$ cat src/rtl/smet_ram.sv
// ----------------------------------------------------------------------------
// smet_ram
// Generic single-port-write, single-port-read RAM with a registered read.
// ----------------------------------------------------------------------------
module smet_ram #(
  parameter int WIDTH = 8,
  parameter int DEPTH = 16
) (
  input  logic                     clk,
  input  logic                     we,
  input  logic [$clog2(DEPTH)-1:0] waddr,
  input  logic [WIDTH-1:0]         wdata,
  input  logic [$clog2(DEPTH)-1:0] raddr,
  output logic [WIDTH-1:0]         rdata
);

  logic [WIDTH-1:0] mem [DEPTH];
  logic [WIDTH-1:0] rdata_r;

  always_ff @(posedge clk) begin
    if (we) begin
      mem[waddr] <= wdata;
    end
    rdata_r <= mem[raddr];
  end

  assign rdata = rdata_r;

endmodule

$ cat config.mk
export PLATFORM = sky130hd
export DESIGN_NAME = smet_ram
export DESIGN_NICKNAME = d
export VERILOG_FILES = /design/src/rtl/smet_ram.sv
export SDC_FILE = /design/constraint.sdc
export NUM_CORES = 1
export LEC_CHECK = 0
export BUFFER_PORTS_ARGS = -buffer_cell sky130_fd_sc_hd__buf_2
export CAP_MARGIN = 20
export CORE_MARGIN = 2
export CORE_UTILIZATION = 30
export DETAILED_ROUTE_END_ITERATION = 7
export GPL_TIMING_DRIVEN = 1
export HOLD_SLACK_MARGIN = 0.08
export SLEW_MARGIN = 30
export SYNTH_ARGS = -nofsm -noshare
export SYNTH_HDL_FRONTEND = slang
export SYNTH_SLANG_ARGS = --single-unit
$ cat constraint.sdc
create_clock -name clk -period 4.9 [get_ports clk]
set_input_delay 1.225 -clock clk [delete_from_list [all_inputs] [get_ports clk]]
set_output_delay 1.225 -clock clk [all_outputs]
set_load 0.005 [all_outputs]
==> results.yml <==
floorplanning:
  initial_core_util: 0.308
  die_y_microns: 135
  row_count: 47
  ioPinCount: 26
  die_w_microns: 135
  core_area_sq_mm: 0.0167
  dieArea_sq_mm: 0.0182
timing:
  setup_tns_ns: 0
  hold_ws_ns: 0.658
  final-setup-viol-count: 0
  slew_headroom: 0.365
  final_max_slew_viol_count: 0
  min_period_ns: 2.50
  finClkSkew_ns: 0.00551
  fmax_mhz: 399
  hold_viol_final: 0
  worstMarginPinSlew_ns: 0.949
  fin_crit_sh: 0.511
  rsz0062_at_grt: "no"
pwr:
  p_leak_uw: 0.00199
  sw_frac_of_total: 0.193
  intPower_uw: 2130
  sequentialPowerShare: 0.495
  combPwrFrac: 0.043
  power_density_mw_per_mm2: 436
  power_switching_uw: 511
  ir_drop_uv: 182
  pwr-share-clk: 0.462
global_routing:
  grt-ovfl-total: 0
  grtUsageTotal: 0.116
  grt_pass1_vias: 2472
  grt_pass1_wl_mm: 14.6
  grt_start_max_net_pins: 33
  antenna_found_initial: 0
drt:
  postRouteAntennaNets: 0
  wl_mm: 10.0
  drtIter0Drc: 205
  via_per_inst: 4.80
  num_vias: 2392
  dr.pass1.iters: 4
  post_drt_wl_per_cell_microns: 20.1
  drc: 0
layout:
  synthToLayoutAreaGrowth_pct: 17.8
  seqCellArea_sq_mm: 0.00400
  diodes: 0
  multi_input_area_sq_mm: 0.00107
  drive_gt1_frac: 0.270
  fillers: 1540
  nets: 284
  fin_cells: 498
cts:
  post_cts_resized: 0
  cts_tree: "done"
  worstSkewPairLatency_ns: 0.41
  cts_buffers: 17
  clockBufferDepth: 2
  cts_hold_buf: 0
  htree_levels: 4
  root_buffer: "clkbuf_16"
  post_cts_buffers: 0
  cts_sinks: 136
  clk_pin_slew_worst_paths_ns: 0.05
worst_setup_path:
  arrival_ns: 2.54
  end_kind: "flip-flop"
  critical_path_class: "primary input to flip-flop"
  crit_path_max_incr_delay_ns: 0.67
  critPathSlowestCell: "nor2_1"
  rr_worst_depth: 3
  crit_required_ns: 4.93
  path_max_fanout: 8
  worstPathCellList: "buf_2, or3b_2, nor2_1"
  start_kind: "primary input"
yosys:
  ys_seq_area_frac: 0.778
  syn_nets: 247
  netlist_area_sq_mm: 0.00515
  netlist_instances: 229
  synth_top_area_cell: "edfxtp_1"
  synth_warnings: 0
  yosysUniqueCellTypes: 19
  synth_seq_cells: 136
  synth_top_area_frac: 0.747
  syn_avg_cell_area_sq_um: 22.5
  synth_area_leaders: "edfxtp_1 75%, mux4_2 7.9%, mux4_1 7.1%, dfxtp_1 3.1%, a22oi_1 2.3%"
hold_path:
  hp-class: "flip-flop to flip-flop"
  whs_path_depth: 3
placed_design:
  post-dp-hpwl_mm: 6.30
  gp_congestion: 0.760
  io_buffers: 25
  dp.cells: 467
job:
  cap_violations: 0
run_status:
  outcome: "finished, final reports clean"
-- cell type report --
| type | instances | share of cell area |
|---|---|---|
| flip-flops and latches | 136 | 0.660 |
| multi-input cells | 83 | 0.176 |
| clock buffers | 19 | 0.0714 |
| well taps | 220 | 0.0454 |
| repair buffers | 28 | 0.0248 |
| clock inverters | 12 | 0.0221 |
-- cells in the mapped netlist --
cell               n
edfxtp_1         128
mux4_2            18
a22oi_1           16
mux4_1            14
nor2_1            13
nand2_1            9
dfxtp_1            8
nor3_1             4
buf_2              3
buf_6              3
clkdlybuf4s25_2    3
nand2b_1           2
nand3b_1           2
and2_1             1
and2b_1            1
buf_4              1
nand3_1            1
nor2b_1            1
or3b_2             1
-- metal layers --
| layer | vias to the layer above | wire length (microns) | track usage |
|---|---|---|---|
| li1 | 1050 | - | - |
| met1 | 1244 | 4400 | 0.154 |
| met2 | 80 | 4840 | 0.176 |
| met3 | 18 | 615 | 0.0379 |
| met4 | 0 | 140 | 0.0469 |
| met5 | - | 0 | 0 |
-- stage by stage --
step	cell area, sq um	worst slack (ns)	total power [uW]	util
floorplan	5150	2.18	1400	-
global route	6060	2.30	2720	0.363
detailed placement	5490	1.95	1450	0.329
CTS	6060	2.38	2660	0.363
global placement	5480	1.52	1450	0.328
finish	6060	2.40	2650	0.363
-- power by group through the flow --
stage	Sequential [uW]	Combinational, uW	Clock [uW]
floorplan	1330	66.0	0
global placement	1330	112	0
detailed placement	1330	115	0
CTS	1310	115	1240
global route	1310	124	1280
finish	1310	114	1220
-- registers in the layout, indices dropped and copies added, names as in the netlist --
register	flops
mem	128
rdata	8
-- cells by family (layout without fill, tap and decap cells) --
logic type,after synthesis,in the layout,share of synthesized area
and+or+nand+nor,35,35,0.0318
AOI/OAI and AO/OA,16,16,0.0233
DFF,136,136,0.778
muxes,32,32,0.150
buffers and inverters,10,59,0.0168
-- final timing paths --
path                            slack, ns       start         to
worst min-delay path                 0.66  mem[14][4]   rdata[4]
worst max-delay path                 2.40    waddr[2]  mem[3][2]
worst min register to register       0.66  mem[14][4]   rdata[4]
worst max register to register       3.53   mem[1][0]   rdata[0]
-- critical path, delay by kind of cell --
family | cells | cell delay, ns
buffers and inverters | 1 | 0.11
AND/OR/NAND/NOR | 2 | 1.19
-- cell usage in the layout (no fill, tap or decap) --
master,instances
nand2_1,9
nor2_1,11
buf_4,4
dfxtp_1,8
nor2b_1,1
mux4_2,18
clkinv_4,1
nor2_2,2
buf_2,24
clkinv_1,4
nor3_1,3
and2_1,1
bufinv_16,3
a22oi_1,16
clkinv_2,4
or3b_2,1
edfxtp_1,128
mux4_1,14
nand2b_1,2
clkbuf_1,2
clkbuf_16,17
and2b_1,1
nand3b_1,2
nor3_2,1
nand3_1,1
(Power assumes the default switching activity.)
