### src/rtl/smet_pkg.sv
// ----------------------------------------------------------------------------
// smet_pkg
// Shared types and constants of the sparse matrix entry table.
// ----------------------------------------------------------------------------
package smet_pkg;

  localparam int TABLE_ENTRIES = 64;
  localparam int INDEX_BITS    = 16;
  localparam int VALUE_BITS    = 64;

  localparam int SLOT_BITS  = $clog2(TABLE_ENTRIES);
  localparam int COUNT_BITS = $clog2(TABLE_ENTRIES + 1);
  localparam int KEY_BITS   = 2 * INDEX_BITS;

  localparam logic [1:0] OP_INSERT = 2'd0;
  localparam logic [1:0] OP_DELETE = 2'd1;
  localparam logic [1:0] OP_LOOKUP = 2'd2;
  localparam logic [1:0] OP_UNUSED = 2'd3;

  typedef enum logic [1:0] {
    S_IDLE,
    S_MATCH,
    S_ACT,
    S_RESP
  } state_t;

  typedef struct packed {
    logic [1:0]  opcode;
    logic [15:0] row_index;
    logic [15:0] col_index;
    logic [63:0] entry_value;
  } smet_in_t;

  typedef struct packed {
    logic [63:0] read_value;
    logic        hit;
    logic        status;
    logic [6:0]  entry_count;
  } smet_out_t;

  typedef struct packed {
    logic                 set_en;
    logic                 clr_en;
    logic [SLOT_BITS-1:0] slot;
    logic [KEY_BITS-1:0]  key;
  } cam_upd_t;

  typedef struct packed {
    logic                 hit;
    logic                 full;
    logic [SLOT_BITS-1:0] match_slot;
    logic [SLOT_BITS-1:0] free_slot;
  } cam_srch_t;

endpackage

### src/rtl/smet_cam.sv
// ----------------------------------------------------------------------------
// smet_cam
// Key store with valid marks, a parallel key match and a lowest-free-slot
// search. The search result is registered.
// ----------------------------------------------------------------------------
module smet_cam import smet_pkg::*; (
  input  logic                clk,
  input  logic                rst_n,
  input  logic [KEY_BITS-1:0] search_key,
  input  cam_upd_t            upd,
  output cam_srch_t           srch
);

  logic [KEY_BITS-1:0]      key_r [TABLE_ENTRIES];
  logic [TABLE_ENTRIES-1:0] valid_r;
  logic [TABLE_ENTRIES-1:0] valid_nxt;
  logic [TABLE_ENTRIES-1:0] match_vec;
  logic [TABLE_ENTRIES-1:0] free_vec;
  logic [TABLE_ENTRIES-1:0] free_oh;
  cam_srch_t                srch_r;
  cam_srch_t                srch_nxt;

  always_comb begin
    valid_nxt = valid_r;
    if (upd.set_en) begin
      valid_nxt[upd.slot] = 1'b1;
    end
    if (upd.clr_en) begin
      valid_nxt[upd.slot] = 1'b0;
    end
  end

  always_ff @(posedge clk) begin
    if (!rst_n) begin
      valid_r <= '0;
    end else begin
      valid_r <= valid_nxt;
    end
  end

  always_ff @(posedge clk) begin
    if (upd.set_en) begin
      key_r[upd.slot] <= upd.key;
    end
  end

  always_comb begin
    for (int k = 0; k < TABLE_ENTRIES; k++) begin
      match_vec[k] = valid_r[k] && (key_r[k] == search_key);
    end
  end

  assign free_vec = ~valid_r;
  assign free_oh  = free_vec & (~free_vec + {{(TABLE_ENTRIES-1){1'b0}}, 1'b1});

  always_comb begin
    srch_nxt.hit        = |match_vec;
    srch_nxt.full       = &valid_r;
    srch_nxt.match_slot = '0;
    srch_nxt.free_slot  = '0;
    for (int k = 0; k < TABLE_ENTRIES; k++) begin
      if (match_vec[k]) begin
        srch_nxt.match_slot = srch_nxt.match_slot | SLOT_BITS'(k);
      end
      if (free_oh[k]) begin
        srch_nxt.free_slot = srch_nxt.free_slot | SLOT_BITS'(k);
      end
    end
  end

  always_ff @(posedge clk) begin
    srch_r <= srch_nxt;
  end

  assign srch = srch_r;

endmodule

### config.mk
export PLATFORM = sky130hd
export DESIGN_NAME = smet_cam
export DESIGN_NICKNAME = d
export VERILOG_FILES = /design/src/rtl/smet_pkg.sv /design/src/rtl/smet_cam.sv
export SDC_FILE = /design/constraint.sdc
export NUM_CORES = 2
export LEC_CHECK = 0
export ABC_CLOCK_PERIOD_IN_PS = 6700
export BUFFER_PORTS_ARGS = -buffer_cell sky130_fd_sc_hd__buf_2
export CAP_MARGIN = 20
export CORE_AREA = 8 8 457 459
export CTS_CLUSTER_DIAMETER = 150
export DETAILED_ROUTE_END_ITERATION = 8
export DIE_AREA = 0 0 465 467
export PLACE_DENSITY = 0.68
export RECOVER_POWER = 50
export SYNTH_ARGS = -nofsm -noshare
export SYNTH_HDL_FRONTEND = slang
export SYNTH_SLANG_ARGS = --single-unit
### constraint.sdc
create_clock -name clk -period 6.7 [get_ports clk]
set_input_delay 0.67 -clock clk [delete_from_list [all_inputs] [get_ports clk]]
set_output_delay 0.67 -clock clk [all_outputs]
set_load 0.03 [all_outputs]
==> qor.yml <==
start_kind: "input port"
start_util: 0.448
ys_seq_elements: 2126
grt_pass1_vias: 50900
setup_violations: 0
async_reset_ff_frac: 0
worstSetupEndpointType: "register"
violations: "capacitance limit, slew limit"
synth_fp_nets: 5674
regToRegStartpoint: "valid_r[8]"
clk_pin_slew_ps: 60
totalWireLength_um: 312000
cellPowerDensity_mw_per_mm2: 282
fin_util: 0.500
met1_usage: 0.373
io_pins: 88
cts_tree: "done"
synth_cells: 5600
post_cts_buffers: 0
num_rows: 165
seq_area_sq_mm: 0.0631
grt_util_met2: 0.451
fin_crit_ps: 5630
total_leakage_power_nw: 30.4
hold_buffers: 0
drive_gt1_frac: 0.103
htree_levels: 4
coreArea_sq_mm: 0.201
grt_max_degree: 65
vdd_drop_max_mv: 0.293
synth_top_cell_area_share: 0.681
nNetsFinal: 5901
antenna_found_initial: 31
dpl_worst_slack_ps: 2610
timing.slew.headroom: -2.26
syn_avg_cell_area_sq_um: 16.1
hp-class: "in2reg"
ys.flop_type: "edfxtp_1"
synth_common_cells: "2048 x edfxtp_1, 1492 x xnor2_1, 545 x xor2_1, 387 x nand4_1, 191 x nor4_1"
hpwl_um: 171000
path_buf_inv: 2
synth_area_sq_mm: 0.0902
maxCapViolations: 55
setup_tns_ps: 0
hold_viol_final: 0
path_max_fanout: 46
n_fill_cell: 16500
hp-start: "upd[32]"
crit_family: "buffers and inverters"
path_cells: "clkbuf_1, clkbuf_1"
clock_path_buffers: 3
wire_per_inst_um: 35.9
die_width_um: 465
cts.sinks: 2126
first_pass_iters: 8
crit_type: "in2reg"
fin_ws_ps: 1070
dieArea_sq_mm: 0.217
vias_per_cell: 6.14
max_freq_ghz: 0.178
fin_skew_ps: 58.8
outcome: "finished with violations"
synth_top_area_cell: "edfxtp_1"
grt_pass1_wl_um: 423000
top_usage_layer: "met2"
final.period_utilization: 0.841
area_growth_pct: 11.4
postRouteAntennaNets: 0
grt_util_met3: 0.0518
cts_root_buf: "clkbuf_16"
required_ps: 6650
numCtsBuffers: 210
drt_iter0_drc: 9265
cts-resized-gates: 0
ys_types: 64
crit_start: "upd[29]"
gp_congestion: 0.994
clock_latency_ps: 870
multi_input_area_sq_mm: 0.0252
synth-edff-count: 2048
synth_most_common_cell: "edfxtp_1"
yosysSeqAreaShare: 0.699
track_usage: 0.280
drc: 0
synth_area_leaders: "edfxtp_1 68%, xnor2_1 14%, xor2_1 5.3%"
path_common_cell: "clkbuf_1"
yosysWarnings: 0
io_buffer_count: 87
rsz0062_at_grt: "no"
chipHeight_um: 467
tightest_slew_ps: 4890
cp_slowest_cell: "clkbuf_1"
cp.arrival_ps: 5590
slowest_delay_ps: 3430
final_max_slew_viol_count: 1796
vias: 53400
overflow: 0
## worst paths after layout
path | end | slack, ps | cells past startpoint
hold / removal | valid_r[1] | 570 | 4
setup / recovery | key_r[3][29] | 1070 | 2
hold reg to reg | valid_r[42] | 580 | 1
setup reg to reg | srch[1] | 2810 | 8
## cell type report
cell class                      instances  share of cell area
Multi-Input combinational cell       3197               0.251
Timing Repair Buffer                  269              0.0209
Clock inverter                        112              0.0117
Tap cell                             2672              0.0333
Sequential cell                      2126               0.627
Clock buffer                          272              0.0550
Antenna cell                           17            0.000423
Inverter                               23            0.000859
## registers in the layout, indices dropped and copies added, names as in the netlist
signal and flops:
srch 14, valid_r 64, key_r 2048
## metal layers
layer | share of wire | vias up
met5 | 0.000099 | -
met4 | 0.049 | 6
met3 | 0.12 | 743
met2 | 0.47 | 4094
met1 | 0.37 | 27400
li1 | - | 21200
## kinds of logic after synthesis
family                 synth area share
flip-flops                        0.699
XOR/XNOR                          0.198
AND/OR/NAND/NOR                  0.0644
buffers and inverters            0.0239
AO/OA/AOI/OAI                    0.0147
## placed cells by master (no fill, tap or decap), types with 11 or more instances in the layout
master	n
buf_2	22
nand4_1	387
edfxtp_1	2048
diode_2	17
bufinv_16	20
nand2_1	56
dfxtp_1	78
xnor2_1	1492
o21ai_0	16
clkbuf_1	116
clkinv_1	52
nor3_1	66
or4_1	11
clkbuf_16	211
clkinv_2	25
o221a_2	64
nor2_2	44
buf_4	138
buf_6	32
nor4_1	189
inv_1	23
xor2_1	545
nand3_1	128
nor2_1	42
buf_12	19
a21oi_1	13
and3_1	25
## per-stage QoR
stage               area (sq um)  power, mW  hold WS (ps)  cells
finish                    101000       28.4           574   8688
global route              101000       28.9           546   8677
floorplan                  90200       15.9           461   5600
global placement           94000       16.9           550   8285
detailed placement         94000       16.9           558   8285
CTS                       101000       28.3           217   8669
## power breakdown
part           internal [mW]  total [mW]  switching (mW)  leakage (nW)
registers               14.7        14.7          0.0399          19.1
clock network           6.59        11.7            5.10          3.25
logic                  0.515        1.94            1.43          8.05
total                   21.8        28.4            6.56          30.4
Note: power is estimated with default switching activity, not from simulation.
